<file path="src/rtl/qtl_pkg.sv">
`timescale 1ns / 1ps
// ----------------------------------------------------------------------------
// qtl_pkg
// Shared types and constants of the query token lexer.
// ----------------------------------------------------------------------------
package qtl_pkg;

    localparam int MAX_COMMAND_BYTES = 4096;

    localparam int KIND_W = 4;
    localparam int POS_W  = 12;
    localparam int LEN_W  = 13;

    // saturation bounds of offsets and lengths
    localparam logic [POS_W-1:0] POS_MAX = POS_W'(MAX_COMMAND_BYTES - 1);
    localparam logic [LEN_W-1:0] LEN_MAX = LEN_W'(MAX_COMMAND_BYTES);

    // token queue between lexer and output side
    localparam int QDEPTH = 4;
    localparam int QIDX_W = $clog2(QDEPTH);
    localparam int QCNT_W = $clog2(QDEPTH + 1);

    typedef enum logic [KIND_W-1:0] {
        K_END    = 4'd0,
        K_LP     = 4'd1,
        K_RP     = 4'd2,
        K_COMMA  = 4'd3,
        K_PROX   = 4'd4,
        K_REL    = 4'd5,
        K_EQ     = 4'd6,
        K_MINUS  = 4'd7,
        K_TERM   = 4'd8,
        K_AND    = 4'd9,
        K_OR     = 4'd10,
        K_NOT    = 4'd11,
        K_SET    = 4'd12
    } t_kind;

    typedef struct packed {
        t_kind              kind;
        logic [POS_W-1:0]   start;
        logic [LEN_W-1:0]   length;
        logic               last;
    } t_token;

    // up to two tokens per accepted byte: a closed held token, then a new one
    typedef struct packed {
        logic   v0;
        t_token tok0;
        logic   v1;
        t_token tok1;
    } t_push;

    typedef struct packed {
        logic [QCNT_W-1:0] count;
        logic              room;
    } t_qstat;

endpackage

</file>
<file path="src/rtl/qtl_ifs.sv">
`timescale 1ns / 1ps
// ----------------------------------------------------------------------------
// qtl_ifs
// Valid/ready channels: command bytes in, tokens out.
// ----------------------------------------------------------------------------
interface qtl_byte_if;
    logic       valid;
    logic       ready;
    logic [7:0] char_byte;

    modport source (output valid, output char_byte, input ready);
    modport sink   (input valid, input char_byte, output ready);
endinterface

interface qtl_tok_if;
    logic        valid;
    logic        ready;
    logic [3:0]  token_kind;
    logic [11:0] token_start;
    logic [12:0] token_length;
    logic        last_of_command;

    modport source (output valid, output token_kind, output token_start,
                    output token_length, output last_of_command, input ready);
    modport sink   (input valid, input token_kind, input token_start,
                    input token_length, input last_of_command, output ready);
endinterface

</file>
<file path="src/rtl/qtl_front.sv">
`timescale 1ns / 1ps
// ----------------------------------------------------------------------------
// qtl_front
// Byte classifier and token state machine; pushes finished tokens.
// ----------------------------------------------------------------------------
module qtl_front (
    input  logic             i_clk,
    input  logic             i_rst_n,
    qtl_byte_if.sink         i_byte,
    input  qtl_pkg::t_qstat  i_qstat,
    output qtl_pkg::t_push   o_push
);
    import qtl_pkg::*;

    localparam logic [7:0] CH_NUL   = 8'h00;
    localparam logic [7:0] CH_TAB   = 8'h09;
    localparam logic [7:0] CH_LF    = 8'h0A;
    localparam logic [7:0] CH_CR    = 8'h0D;
    localparam logic [7:0] CH_SP    = 8'h20;
    localparam logic [7:0] CH_BANG  = 8'h21;
    localparam logic [7:0] CH_QUOTE = 8'h22;
    localparam logic [7:0] CH_PCT   = 8'h25;
    localparam logic [7:0] CH_LP    = 8'h28;
    localparam logic [7:0] CH_RP    = 8'h29;
    localparam logic [7:0] CH_COMMA = 8'h2C;
    localparam logic [7:0] CH_MINUS = 8'h2D;
    localparam logic [7:0] CH_LT    = 8'h3C;
    localparam logic [7:0] CH_EQ    = 8'h3D;
    localparam logic [7:0] CH_GT    = 8'h3E;

    // keywords, first byte in the low lane
    localparam logic [23:0] KW_AND = 24'h646E61;
    localparam logic [23:0] KW_NOT = 24'h746F6E;
    localparam logic [23:0] KW_SET = 24'h746573;
    localparam logic [23:0] KW_OR  = 24'h00726F;

    typedef enum logic [4:0] {
        M_IDLE  = 5'b00001,
        M_PROX  = 5'b00010,
        M_REL   = 5'b00100,
        M_WORD  = 5'b01000,
        M_QUOTE = 5'b10000
    } t_mode;

    t_mode            r_mode, n_mode;
    logic [POS_W-1:0] r_pos, n_pos;
    logic [POS_W-1:0] r_pstart, n_pstart;
    logic [LEN_W-1:0] r_plen, n_plen;
    logic [23:0]      r_fwb, n_fwb;
    logic [7:0]       r_pop, n_pop;

    logic             accept;
    logic [7:0]       b;
    logic             is_space, is_rel, is_prox, ends_word;
    logic [POS_W-1:0] pos_inc;
    logic [LEN_W-1:0] len_inc;
    logic             do_start;
    t_kind            wkind;
    t_push            push;

    assign i_byte.ready = i_qstat.room;
    assign accept       = i_byte.valid & i_qstat.room;
    assign b            = i_byte.char_byte;

    assign is_space  = (b == CH_SP) || (b == CH_TAB) || (b == CH_CR) || (b == CH_LF);
    assign is_rel    = (b == CH_LT) || (b == CH_GT) || (b == CH_EQ);
    assign is_prox   = (b == CH_PCT) || (b == CH_BANG);
    assign ends_word = (b == CH_NUL) || is_space || (b == CH_LP) || (b == CH_RP) ||
                       (b == CH_COMMA) || is_prox || is_rel || (b == CH_MINUS);

    assign pos_inc = (({1'b0, r_pos} + 13'd1) > {1'b0, POS_MAX}) ? POS_MAX
                                                                  : r_pos + 1'b1;
    assign len_inc = (({1'b0, r_plen} + 14'd1) > {1'b0, LEN_MAX}) ? LEN_MAX
                                                                   : r_plen + 1'b1;

    always_comb begin
        wkind = K_TERM;
        if (r_plen == LEN_W'(3)) begin
            if (r_fwb == KW_AND) wkind = K_AND;
            else if (r_fwb == KW_NOT) wkind = K_NOT;
            else if (r_fwb == KW_SET) wkind = K_SET;
        end else if (r_plen == LEN_W'(2)) begin
            if (r_fwb == KW_OR) wkind = K_OR;
        end
    end

    always_comb begin
        n_mode   = r_mode;
        n_pos    = pos_inc;
        n_pstart = r_pstart;
        n_plen   = r_plen;
        n_fwb    = r_fwb;
        n_pop    = r_pop;
        do_start = 1'b0;
        push     = '0;
        push.tok0.start = r_pstart;
        push.tok0.kind  = K_TERM;
        push.tok1.start = r_pos;
        push.tok1.length = LEN_W'(1);
        push.tok1.kind  = K_END;

        // held token: extend it or close it into slot 0
        unique case (r_mode)
            M_PROX: begin
                if (is_prox) begin
                    n_plen = len_inc;
                end else begin
                    push.v0          = 1'b1;
                    push.tok0.kind   = K_PROX;
                    push.tok0.length = r_plen;
                    do_start         = 1'b1;
                end
            end
            M_REL: begin
                push.v0 = 1'b1;
                if (is_rel) begin
                    push.tok0.kind   = K_REL;
                    push.tok0.length = LEN_W'(2);
                    n_mode           = M_IDLE;
                end else begin
                    push.tok0.kind   = (r_pop == CH_EQ) ? K_EQ : K_REL;
                    push.tok0.length = LEN_W'(1);
                    do_start         = 1'b1;
                end
            end
            M_WORD: begin
                if (ends_word) begin
                    push.v0          = 1'b1;
                    push.tok0.kind   = wkind;
                    push.tok0.length = r_plen;
                    do_start         = 1'b1;
                end else begin
                    case (r_plen)
                        LEN_W'(1): n_fwb[15:8]  = b;
                        LEN_W'(2): n_fwb[23:16] = b;
                        default:   n_fwb        = r_fwb;
                    endcase
                    n_plen = len_inc;
                end
            end
            M_QUOTE: begin
                if (b == CH_NUL) begin
                    push.v0          = 1'b1;
                    push.tok0.length = r_plen;
                    do_start         = 1'b1;
                end else if (b == CH_QUOTE) begin
                    push.v0          = 1'b1;
                    push.tok0.length = r_plen;
                    n_mode           = M_IDLE;
                end else begin
                    n_plen = len_inc;
                end
            end
            default: begin
                do_start = 1'b1;
            end
        endcase

        // byte starts a new token; one-byte tokens go to slot 1
        if (do_start) begin
            n_mode = M_IDLE;
            if (!is_space) begin
                unique case (b)
                    CH_NUL: begin
                        push.v1        = 1'b1;
                        push.tok1.kind = K_END;
                        push.tok1.last = 1'b1;
                        n_pos          = '0;
                    end
                    CH_LP: begin
                        push.v1        = 1'b1;
                        push.tok1.kind = K_LP;
                    end
                    CH_RP: begin
                        push.v1        = 1'b1;
                        push.tok1.kind = K_RP;
                    end
                    CH_COMMA: begin
                        push.v1        = 1'b1;
                        push.tok1.kind = K_COMMA;
                    end
                    CH_MINUS: begin
                        push.v1        = 1'b1;
                        push.tok1.kind = K_MINUS;
                    end
                    CH_PCT, CH_BANG: begin
                        n_mode   = M_PROX;
                        n_pstart = r_pos;
                        n_plen   = LEN_W'(1);
                    end
                    CH_LT, CH_GT, CH_EQ: begin
                        n_mode   = M_REL;
                        n_pstart = r_pos;
                        n_plen   = LEN_W'(1);
                        n_pop    = b;
                    end
                    CH_QUOTE: begin
                        n_mode   = M_QUOTE;
                        n_pstart = pos_inc;
                        n_plen   = '0;
                    end
                    default: begin
                        n_mode   = M_WORD;
                        n_pstart = r_pos;
                        n_plen   = LEN_W'(1);
                        n_fwb    = {16'h0000, b};
                    end
                endcase
            end
        end
    end

    always_comb begin
        o_push    = push;
        o_push.v0 = push.v0 & accept;
        o_push.v1 = push.v1 & accept;
    end

    always_ff @(posedge i_clk) begin
        if (!i_rst_n) begin
            r_mode   <= M_IDLE;
            r_pos    <= '0;
            r_pstart <= '0;
            r_plen   <= '0;
            r_fwb    <= '0;
            r_pop    <= '0;
        end else if (accept) begin
            r_mode   <= n_mode;
            r_pos    <= n_pos;
            r_pstart <= n_pstart;
            r_plen   <= n_plen;
            r_fwb    <= n_fwb;
            r_pop    <= n_pop;
        end
    end

endmodule

</file>
<file path="src/rtl/qtl_queue.sv">
`timescale 1ns / 1ps
// ----------------------------------------------------------------------------
// qtl_queue
// Token queue: takes up to two tokens a cycle, delivers one to the port.
// ----------------------------------------------------------------------------
module qtl_queue (
    input  logic             i_clk,
    input  logic             i_rst_n,
    input  qtl_pkg::t_push   i_push,
    output qtl_pkg::t_qstat  o_qstat,
    qtl_tok_if.source        o_tok
);
    import qtl_pkg::*;

    t_token             r_mem [QDEPTH];
    logic [QIDX_W-1:0]  r_wr, n_wr;
    logic [QIDX_W-1:0]  r_rd, n_rd;
    logic [QCNT_W-1:0]  r_cnt, n_cnt;
    logic [QIDX_W-1:0]  wr_b;
    logic               pop;
    logic [1:0]         npush;
    t_token             head;

    assign pop   = o_tok.valid & o_tok.ready;
    assign npush = {1'b0, i_push.v0} + {1'b0, i_push.v1};
    assign wr_b  = r_wr + QIDX_W'(i_push.v0);

    assign n_wr  = r_wr + QIDX_W'(npush);
    assign n_rd  = r_rd + QIDX_W'(pop);
    assign n_cnt = r_cnt + QCNT_W'(npush) - QCNT_W'(pop);

    assign head                  = r_mem[r_rd];
    assign o_tok.valid           = (r_cnt != '0);
    assign o_tok.token_kind      = head.kind;
    assign o_tok.token_start     = head.start;
    assign o_tok.token_length    = head.length;
    assign o_tok.last_of_command = head.last;

    // a byte may go in only while two entries are free
    assign o_qstat.count = r_cnt;
    assign o_qstat.room  = (r_cnt <= QCNT_W'(QDEPTH - 2));

    always_ff @(posedge i_clk) begin
        if (i_push.v0) r_mem[r_wr] <= i_push.tok0;
        if (i_push.v1) r_mem[wr_b] <= i_push.tok1;
    end

    always_ff @(posedge i_clk) begin
        if (!i_rst_n) begin
            r_wr  <= '0;
            r_rd  <= '0;
            r_cnt <= '0;
        end else begin
            r_wr  <= n_wr;
            r_rd  <= n_rd;
            r_cnt <= n_cnt;
        end
    end

endmodule

</file>
<file path="src/rtl/query_token_lexer.sv">
`timescale 1ns / 1ps
// ----------------------------------------------------------------------------
// query_token_lexer
// Splits a byte stream of query commands into kind/offset/length tokens.
// ----------------------------------------------------------------------------
// Tokens are registered in the token queue before they reach the output.
// Throughput: one byte per cycle; the four-entry token queue takes a byte only
//   while two entries are free, so input stalls only when the output stalls.
// A byte makes at most two tokens; two in a row never follow each other.
// Reset (i_rst_n low, synchronous): lexer idle, offset zero, queue empty.
// ----------------------------------------------------------------------------
module query_token_lexer (
    input  logic       i_clk,
    input  logic       i_rst_n,
    qtl_byte_if.sink   i_byte,
    qtl_tok_if.source  o_tok
);
    import qtl_pkg::*;

    t_push  push;
    t_qstat qstat;

    // front: classify each byte, hold multi-byte tokens, push closed tokens
    qtl_front u_front (
        .i_clk   (i_clk),
        .i_rst_n (i_rst_n),
        .i_byte  (i_byte),
        .i_qstat (qstat),
        .o_push  (push)
    );

    // back: queue tokens and hand them to the output channel one at a time
    qtl_queue u_queue (
        .i_clk   (i_clk),
        .i_rst_n (i_rst_n),
        .i_push  (push),
        .o_qstat (qstat),
        .o_tok   (o_tok)
    );

    // queue occupancy never passes its depth
    a_cnt_bound: assert property (@(posedge i_clk) disable iff (!i_rst_n)
        qstat.count <= QCNT_W'(QDEPTH))
        else $error("token queue overflow");

    // the lexer takes a byte only with room for two tokens
    a_accept_room: assert property (@(posedge i_clk) disable iff (!i_rst_n)
        (i_byte.valid && i_byte.ready) |-> (qstat.count <= QCNT_W'(QDEPTH - 2)))
        else $error("byte accepted without queue room");

    // output offers a token exactly when the queue holds one
    a_out_valid: assert property (@(posedge i_clk) disable iff (!i_rst_n)
        o_tok.valid == (qstat.count != '0))
        else $error("output valid disagrees with queue count");

    // the end-of-command marker only rides on an end token
    a_last_end: assert property (@(posedge i_clk) disable iff (!i_rst_n)
        (o_tok.valid && o_tok.last_of_command) |-> (o_tok.token_kind == K_END))
        else $error("last_of_command on a non-end token");

endmodule
</file>
<file path="src/flat_wrapper.sv">
// flat-port wrapper written by rule: the top's interface ports become plain ports
module query_token_lexer_flat import qtl_pkg::*;
  (i_clk, i_rst_n, i_byte_valid, i_byte_char_byte, i_byte_ready, o_tok_valid, o_tok_token_kind, o_tok_token_start, o_tok_token_length, o_tok_last_of_command, o_tok_ready);
  qtl_byte_if i_byte_i ();
  qtl_tok_if o_tok_i ();
  input  logic i_clk;
  input  logic i_rst_n;
  input wire logic [$bits(i_byte_i.valid)-1:0] i_byte_valid;
  input wire logic [$bits(i_byte_i.char_byte)-1:0] i_byte_char_byte;
  output wire logic [$bits(i_byte_i.ready)-1:0] i_byte_ready;
  output wire logic [$bits(o_tok_i.valid)-1:0] o_tok_valid;
  output wire logic [$bits(o_tok_i.token_kind)-1:0] o_tok_token_kind;
  output wire logic [$bits(o_tok_i.token_start)-1:0] o_tok_token_start;
  output wire logic [$bits(o_tok_i.token_length)-1:0] o_tok_token_length;
  output wire logic [$bits(o_tok_i.last_of_command)-1:0] o_tok_last_of_command;
  input wire logic [$bits(o_tok_i.ready)-1:0] o_tok_ready;
  assign i_byte_i.valid = i_byte_valid;
  assign i_byte_i.char_byte = i_byte_char_byte;
  assign i_byte_ready = i_byte_i.ready;
  assign o_tok_valid = o_tok_i.valid;
  assign o_tok_token_kind = o_tok_i.token_kind;
  assign o_tok_token_start = o_tok_i.token_start;
  assign o_tok_token_length = o_tok_i.token_length;
  assign o_tok_last_of_command = o_tok_i.last_of_command;
  assign o_tok_i.ready = o_tok_ready;
  query_token_lexer u_core (.i_clk(i_clk), .i_rst_n(i_rst_n), .i_byte(i_byte_i), .o_tok(o_tok_i));
endmodule
</file>
<file path="config.mk">
export PLATFORM = sky130hd
export DESIGN_NAME = query_token_lexer_flat
export DESIGN_NICKNAME = d
export VERILOG_FILES = /design/src/rtl/qtl_pkg.sv /design/src/rtl/qtl_ifs.sv /design/src/rtl/qtl_front.sv /design/src/rtl/qtl_queue.sv /design/src/rtl/query_token_lexer.sv /design/src/flat_wrapper.sv
export SDC_FILE = /design/constraint.sdc
export NUM_CORES = 1
export LEC_CHECK = 0
export BUFFER_PORTS_ARGS = -buffer_cell sky130_fd_sc_hd__buf_2
export CORE_MARGIN = 10
export CORE_UTILIZATION = 64
export CTS_BUF_LIST = sky130_fd_sc_hd__clkbuf_8
export DETAILED_ROUTE_END_ITERATION = 16
export HOLD_SLACK_MARGIN = 0.05
export PLACE_DENSITY_LB_ADDON = 0.3
export SETUP_SLACK_MARGIN = 0.5
export SYNTH_ARGS = -nofsm -noshare
export SYNTH_HDL_FRONTEND = slang
export SYNTH_SLANG_ARGS = --single-unit
</file>
<file path="constraint.sdc">
create_clock -name i_clk -period 4.2 [get_ports i_clk]
set_input_delay 0.21 -clock i_clk [delete_from_list [all_inputs] [get_ports i_clk]]
set_output_delay 0.21 -clock i_clk [all_outputs]
set_load 0.1 [all_outputs]
</file>
After elaboration in Yosys (flattened, before gate mapping)
Memories as Yosys holds them, arrays and structs flattened. A register that Yosys moved wholly into a read port is not among the register bits.
Cells that the tools add are included.
Word-level totals
  flip-flop bits (word level): 81
  memories: 1
  ROM bits: 0
  output and inout port bits: 32
  input bits: 12
  latch bits: 0
  RAM bits: 120
  logic and storage cells: 144
Operators by class
  bitwise operators: 6
  reductions and logical operators: 23
  equality and inequality tests: 29
  multipliers: 0
  shifts and indexed selects: 0
  divide/modulo/power cells: 0
  order comparisons: 3
  add/subtract/negate cells: 10
  muxes and demuxes: 63
Memory list
  u_core.u_queue.r_mem: words 4, bits a word 30, rd ports 1, clocked after Yosys merged registers in 1, write ports 2, line qtl_queue.sv:15  | t_token r_mem [QDEPTH];
Operator list (number)
  $mux 13: 11
  $mux 24: 5
  $eq 8x6->1 const B: 12
  $eq 24x23->1 const B: 3
  $pmux 13 s4: 1
  $mux 12: 4
  $mux 5: 9
  $pmux 13 s3: 1
  $eq 13x2->1 const B: 2
  $pmux 13 s2: 1
  $pmux 5 s5: 1
  $eq 24x15->1 const B: 1
  $eq 8x4->1 const B: 3
  $pmux 12 s2: 1
  $pmux 5 s4: 1
  $mux 8: 2
  $add 13x1->14 const B: 1
  $gt 14x13->1 const B: 1
  $add 12x1->13 const B: 1
  $add 13x1->13 const B: 1
  $eq 13x1->1 const B: 1
  $gt 13x12->1 const B: 1
  $logic_or 1x1->1: 13
  $add 12x1->12 const B: 1
  28 further kinds: 56

Depth between registers and ports, before layout
  word-level depth: 18
  depth in mapped cells: 19
  gate-level depth less buffers: 16

Modules after synthesis
From an unflattened synthesis, not the netlist that was laid out.
Second synthesis, totals
  cells, all modules: 930
  area total of the unflattened synthesis: 11004.3 um2
By module, submodules not included
  qtl_queue: area each 6304.8 um2, sequential area each 3743.6 um2, instances 1, cells an instance 339
  qtl_front: area each 4699.5 um2, sequential area each 1481.4 um2, instances 1, cells an instance 591

Least setup slack after synthesis
No wires, ideal clock.
  kind: flip-flop to flip-flop
  from: register u_core.u_queue.r_cnt[1]
  to: register u_core.u_queue.r_cnt[2]
  library setup time: 0.128 ns
  clock period less this slack: 4.698 ns
  data required time: 4.072 ns
  buffers on the path: 1
  stages on the path, launching flop included: 17
  arrival: 4.570 ns
  setup slack: -0.498 ns
  cell sequence: dfxtp_1 > a21oi_1 > nand2_1 > a21oi_1 > o21ai_2 > buf_4 > nor2_1 > ha_1 > inv_1 > ha_1 > inv_1 > ha_1 > inv_1 > fa_1 > xnor2_1 > xnor2_1 > nor2_1
Between the ends
  cells in the longest elaborated chain, start to end: 6
  elaborated cells on any way between the ends: 9
  those cells by class: add/sub (3); order compare (1); bitwise (4); reduce/logical (1)
Ends and longest elaborated chain
  from (decl): line qtl_queue.sv:18  | logic [QCNT_W-1:0] r_cnt, n_cnt;
  from (signal assigned): line qtl_queue.sv:56  | r_cnt <= n_cnt;
  $le 3x2->1 (*): line qtl_queue.sv:41  | assign o_qstat.room = (r_cnt <= QCNT_W'(QDEPTH - 2));
  named net i_byte_ready: line flat_wrapper.sv:10  | output wire logic [$bits(i_byte_i.ready)-1:0] i_byte_ready;
  $and 1x1->1 (*): line qtl_front.sv:62  | assign accept = i_byte.valid & i_qstat.room;
  $and 1x1->1, on equally long branches: line qtl_front.sv:215, qtl_front.sv:216
  $add 1x1->2 (*): line qtl_queue.sv:25  | assign npush = {1'b0, i_push.v0} + {1'b0, i_push.v1};
  $add 3x2->3 (*): line qtl_queue.sv:30  | assign n_cnt = r_cnt + QCNT_W'(npush) - QCNT_W'(pop);
  $sub 3x1->3 (*): line qtl_queue.sv:30
The timed path passes the listed nets; every way through them passes the cells marked *.
A chain may end at the register's enable or synchronous reset.

==> flow_metrics.tcl <==
set metrics [dict create \
    nFillCells 1087 \
    synthXorXnorAreaFrac_pct 1.30 \
    muxShareOfSynthArea_pct 8.05 \
    via_count 8371 \
    num_antenna_cells 0 \
    dr_wl_met3_um 2330 \
    grt_pass1_wl_um 41200 \
    start_util_pct 65.9 \
    cts_tree "done" \
    wl_met2_um 11800 \
    maxSlewHeadroom_pct 33.5 \
    cts.htree.levels 1 \
    drt-wirelength-per-cell_um 19.6 \
    rows 45 \
    path_clk_slew_ps 60 \
    root_buffer "clkbuf_8" \
    wl_met1_um 11000 \
    synthArstFlopShare_pct 0 \
    switching_share_pct 35.8 \
    seq_power_share_pct 42.0 \
    synth_top_family_by_area "simple AND/OR/NAND/NOR gates" \
    area_delta_synth_final_pct 11.1 \
    synth_edf_count 64 \
    routed.top_layer "met4" \
    drtIter0Drc 945 \
    worst_pin_slew_ps 993 \
    worstRegToRegCells 12 \
    post-route-period-util_pct 84.3 \
    yosysUniqueCellTypes 83 \
    p_per_area_mw_per_mm2 453 \
    max_freq_mhz 282 \
    fp.dieArea_mm2 0.0213 \
    comb_power_share_pct 25.6 \
    tns_ps 0 \
    hold_viol 0 \
    multiInputGateArea_mm2 0.00512 \
    routed_wirelength_um 25500 \
    pwr-share-clk_pct 32.3 \
    ant_nets 0 \
    leakage_uw 0.00392 \
    switchingPower_uw 1830 \
    grt_usage_pct 22.9 \
    grt_max_degree 45 \
    io_buffers 43 \
    post_route_cells_drive_above_1_share_pct 18.1 \
    critical_path_required_ps 4630 \
    ys_seq_elements 201 \
    syn_inst 1045 \
    vdd_drop_max_mv 0.846 \
    synth_area_mm2 0.0101 \
    slew_viol_final 0 \
    finalSetupViolCount 0 \
    drt-pass1-iter-count 5 \
    ioPinCount 44 \
    synth_flop_cell "dfxtp_1" \
    avgSynthCellArea_um2 9.70 \
    post-route-drc-count 0 \
    synth-adder-area-share_pct 1.68 \
    ys_seq_area_share_pct 46.0 \
    hpwl_um 17000 \
    p_int_uw 3280 \
    end_kind "register" \
    fin_skew_ps 14.4 \
    rsz0062_at_grt "no" \
    yosysWarnings 0 \
    synth-simple-area-share_pct 20.5 \
    cts_made_buffers 31 \
    core_area_mm2 0.0154 \
    ff_latch_area_mm2 0.00467 \
    cp_max_fo 14 \
    die_w_um 146 \
    crit_type "register to register" \
    overflow 0 \
    first_global_vias 7841 \
    die_y_um 146 \
    clock_latency_ps 570 \
    status "finished clean" \
    utilization_pct 73.3 \
    startpoint_type "register" \
    whs_path_depth 4 \
    grt_antenna_before_repair 0 \
    hold_class "input port to register" \
    clkSinkCount 201 \
    vias_per_cell 6.43 \
    period_minus_slack_ps 3540 \
    synth_compound_gate_area_share_pct 18.0 \
    clock_path_buffers 3 \
    final_nets 1090 \
    crit_arrival_ps 3970 \
    syn-num-nets 1070 \
    maxCapViolCount 0 \
    gp_congestion 0.951 \
]
## routing by layer
layer | track usage, % | up-vias
met3 | 4.72 | 45
met5 | 0 | -
met4 | 5.86 | 0
met2 | 35.9 | 389
met1 | 31.7 | 3970
li1 | - | 3967
## final cells by class
| cell class | count | share of cell area [%] |
|---|---|---|
| clock buffer | 41 | 5.01 |
| clock inverter | 17 | 0.722 |
| inverter | 19 | 0.633 |
| multi-input combinational | 735 | 45.4 |
| sequential | 201 | 41.4 |
| tap | 211 | 2.34 |
| timing repair buffer | 77 | 4.43 |
## worst paths after layout
path,startpoint,end,slack (ps)
worst max-delay path,u_core.u_front.r_mode[1]$_SDFFE_PN0P_,u_core.u_queue.r_mem[0][18]$_DFFE_PP_,660
worst min-delay path,o_tok_ready,u_core.u_queue.r_rd[0]$_SDFF_PN0_,120
worst max register to register,u_core.u_front.r_mode[1]$_SDFFE_PN0P_,u_core.u_queue.r_mem[0][18]$_DFFE_PP_,660
worst min register to register,u_core.u_queue.r_mem[0][9]$_SDFFE_PP0N_,u_core.u_queue.r_mem[0][9]$_SDFFE_PP0N_,450
## synth_stat cells (4+ instances only)
cell type	n	area share, %
clkbuf_1	56	2.1
and2_1	12	0.74
o22ai_1	11	0.68
nand2_1	115	4.3
nor4b_2	4	0.59
nor2_2	5	0.31
buf_1	10	0.37
o21ai_1	30	1.5
nand4_1	28	1.7
inv_1	17	0.63
ha_1	12	1.5
and3_1	8	0.49
mux4_2	30	6.7
nor3b_1	4	0.30
or3_1	9	0.56
dfxtp_1	137	27
o21a_1	4	0.30
buf_2	20	0.99
nand3_1	66	3.3
o2bb2ai_1	22	1.9
nor2_1	87	3.2
a21oi_1	63	3.1
a22o_1	43	3.7
o21ai_0	20	0.99
a31oi_1	10	0.62
nor4b_1	6	0.52
a311oi_1	4	0.35
xor2_1	8	0.69
and4_1	5	0.43
o211ai_1	17	1.3
edfxtp_1	64	19
nor3_1	17	0.84
mux2i_1	14	1.4
nand2b_1	4	0.25
xnor2_1	7	0.60
a22oi_1	5	0.37
## critical path: stages, from the launching register on
cell     delay (ps)
dfxtp_1         380
nor2_1          180
nand3_1         200
or4_4           570
nand3_4         110
nor2_4           80
nor2_2          190
ha_1            250
xor2_1          250
nor3_2           80
nor2b_1         200
nor2_2          660
a22o_1          240
## power groups by stage
stage	clock network [uW]	registers, uW	logic, uW
global placement	0	2180	1270
floorplan	0	2120	1100
CTS	1670	2140	1290
global route	1750	2160	1390
finish	1650	2150	1310
detailed placement	0	2190	1280
## registers in the layout (all words and copies together), names as in the netlist
name,cells
u_core.u_queue.r_mem,120
u_core.u_front.r_mode,5
u_core.u_queue.r_rd,2
u_core.u_front.r_pos,12
u_core.u_front.r_pstart,12
u_core.u_front.r_plen,13
u_core.u_front.r_fwb,24
u_core.u_queue.r_wr,2
u_core.u_queue.r_cnt,3
u_core.u_front.r_pop,8
## repair_timing
item,CTS,global route
setup endpoints to repair,2,163
pin swaps,0,2
resized for setup,2,15
hold endpoints to repair,16,0
gates cloned,0,0
setup buffers,0,0
hold buffers,9,0
## placed cells by master (no fill, tap or decap), types with 9 or more instances in the layout
master / count
mux2i_1: 14
dfxtp_1: 136
mux4_2: 30
ha_1: 12
nand3_1: 66
nand4_1: 28
edfxtp_1: 64
o22ai_1: 11
a21oi_1: 62
a22o_1: 43
buf_2: 42
nor3_1: 15
o211ai_1: 17
inv_1: 25
dlygate4sd3_1: 9
o2bb2ai_1: 22
o21ai_0: 20
nor2_1: 85
buf_4: 24
nand2_1: 113
and2_1: 12
a31oi_1: 10
o21ai_1: 29
clkbuf_8: 41
## metrics by stage
stage | std cells | hold slack [ps] | instance area, um^2 | worst slack, ps | power [uW]
global route | 1301 | 144 | 11300 | 495 | 5290
CTS | 1301 | 100 | 11200 | 518 | 5110
detailed placement | 1234 | 441 | 10400 | 254 | 3470
global placement | 1234 | 432 | 10400 | 405 | 3460
floorplan | 1045 | 357 | 10100 | 674 | 3220
finish | 1301 | 122 | 11300 | 658 | 5110
## logic make-up (layout without fill, tap and decap cells)
group                    Yosys count  after routing
AND/OR/NAND/NOR                  401            401
AO/OA/AOI/OAI                    262            262
multiplexers                      44             44
buffers and inverters            109            154
flip-flops                       201            201
XOR/XNOR                          15             15
adder cells (fa/ha/maj)           13             13
No activity file was read; power rests on OpenSTA's default activity.
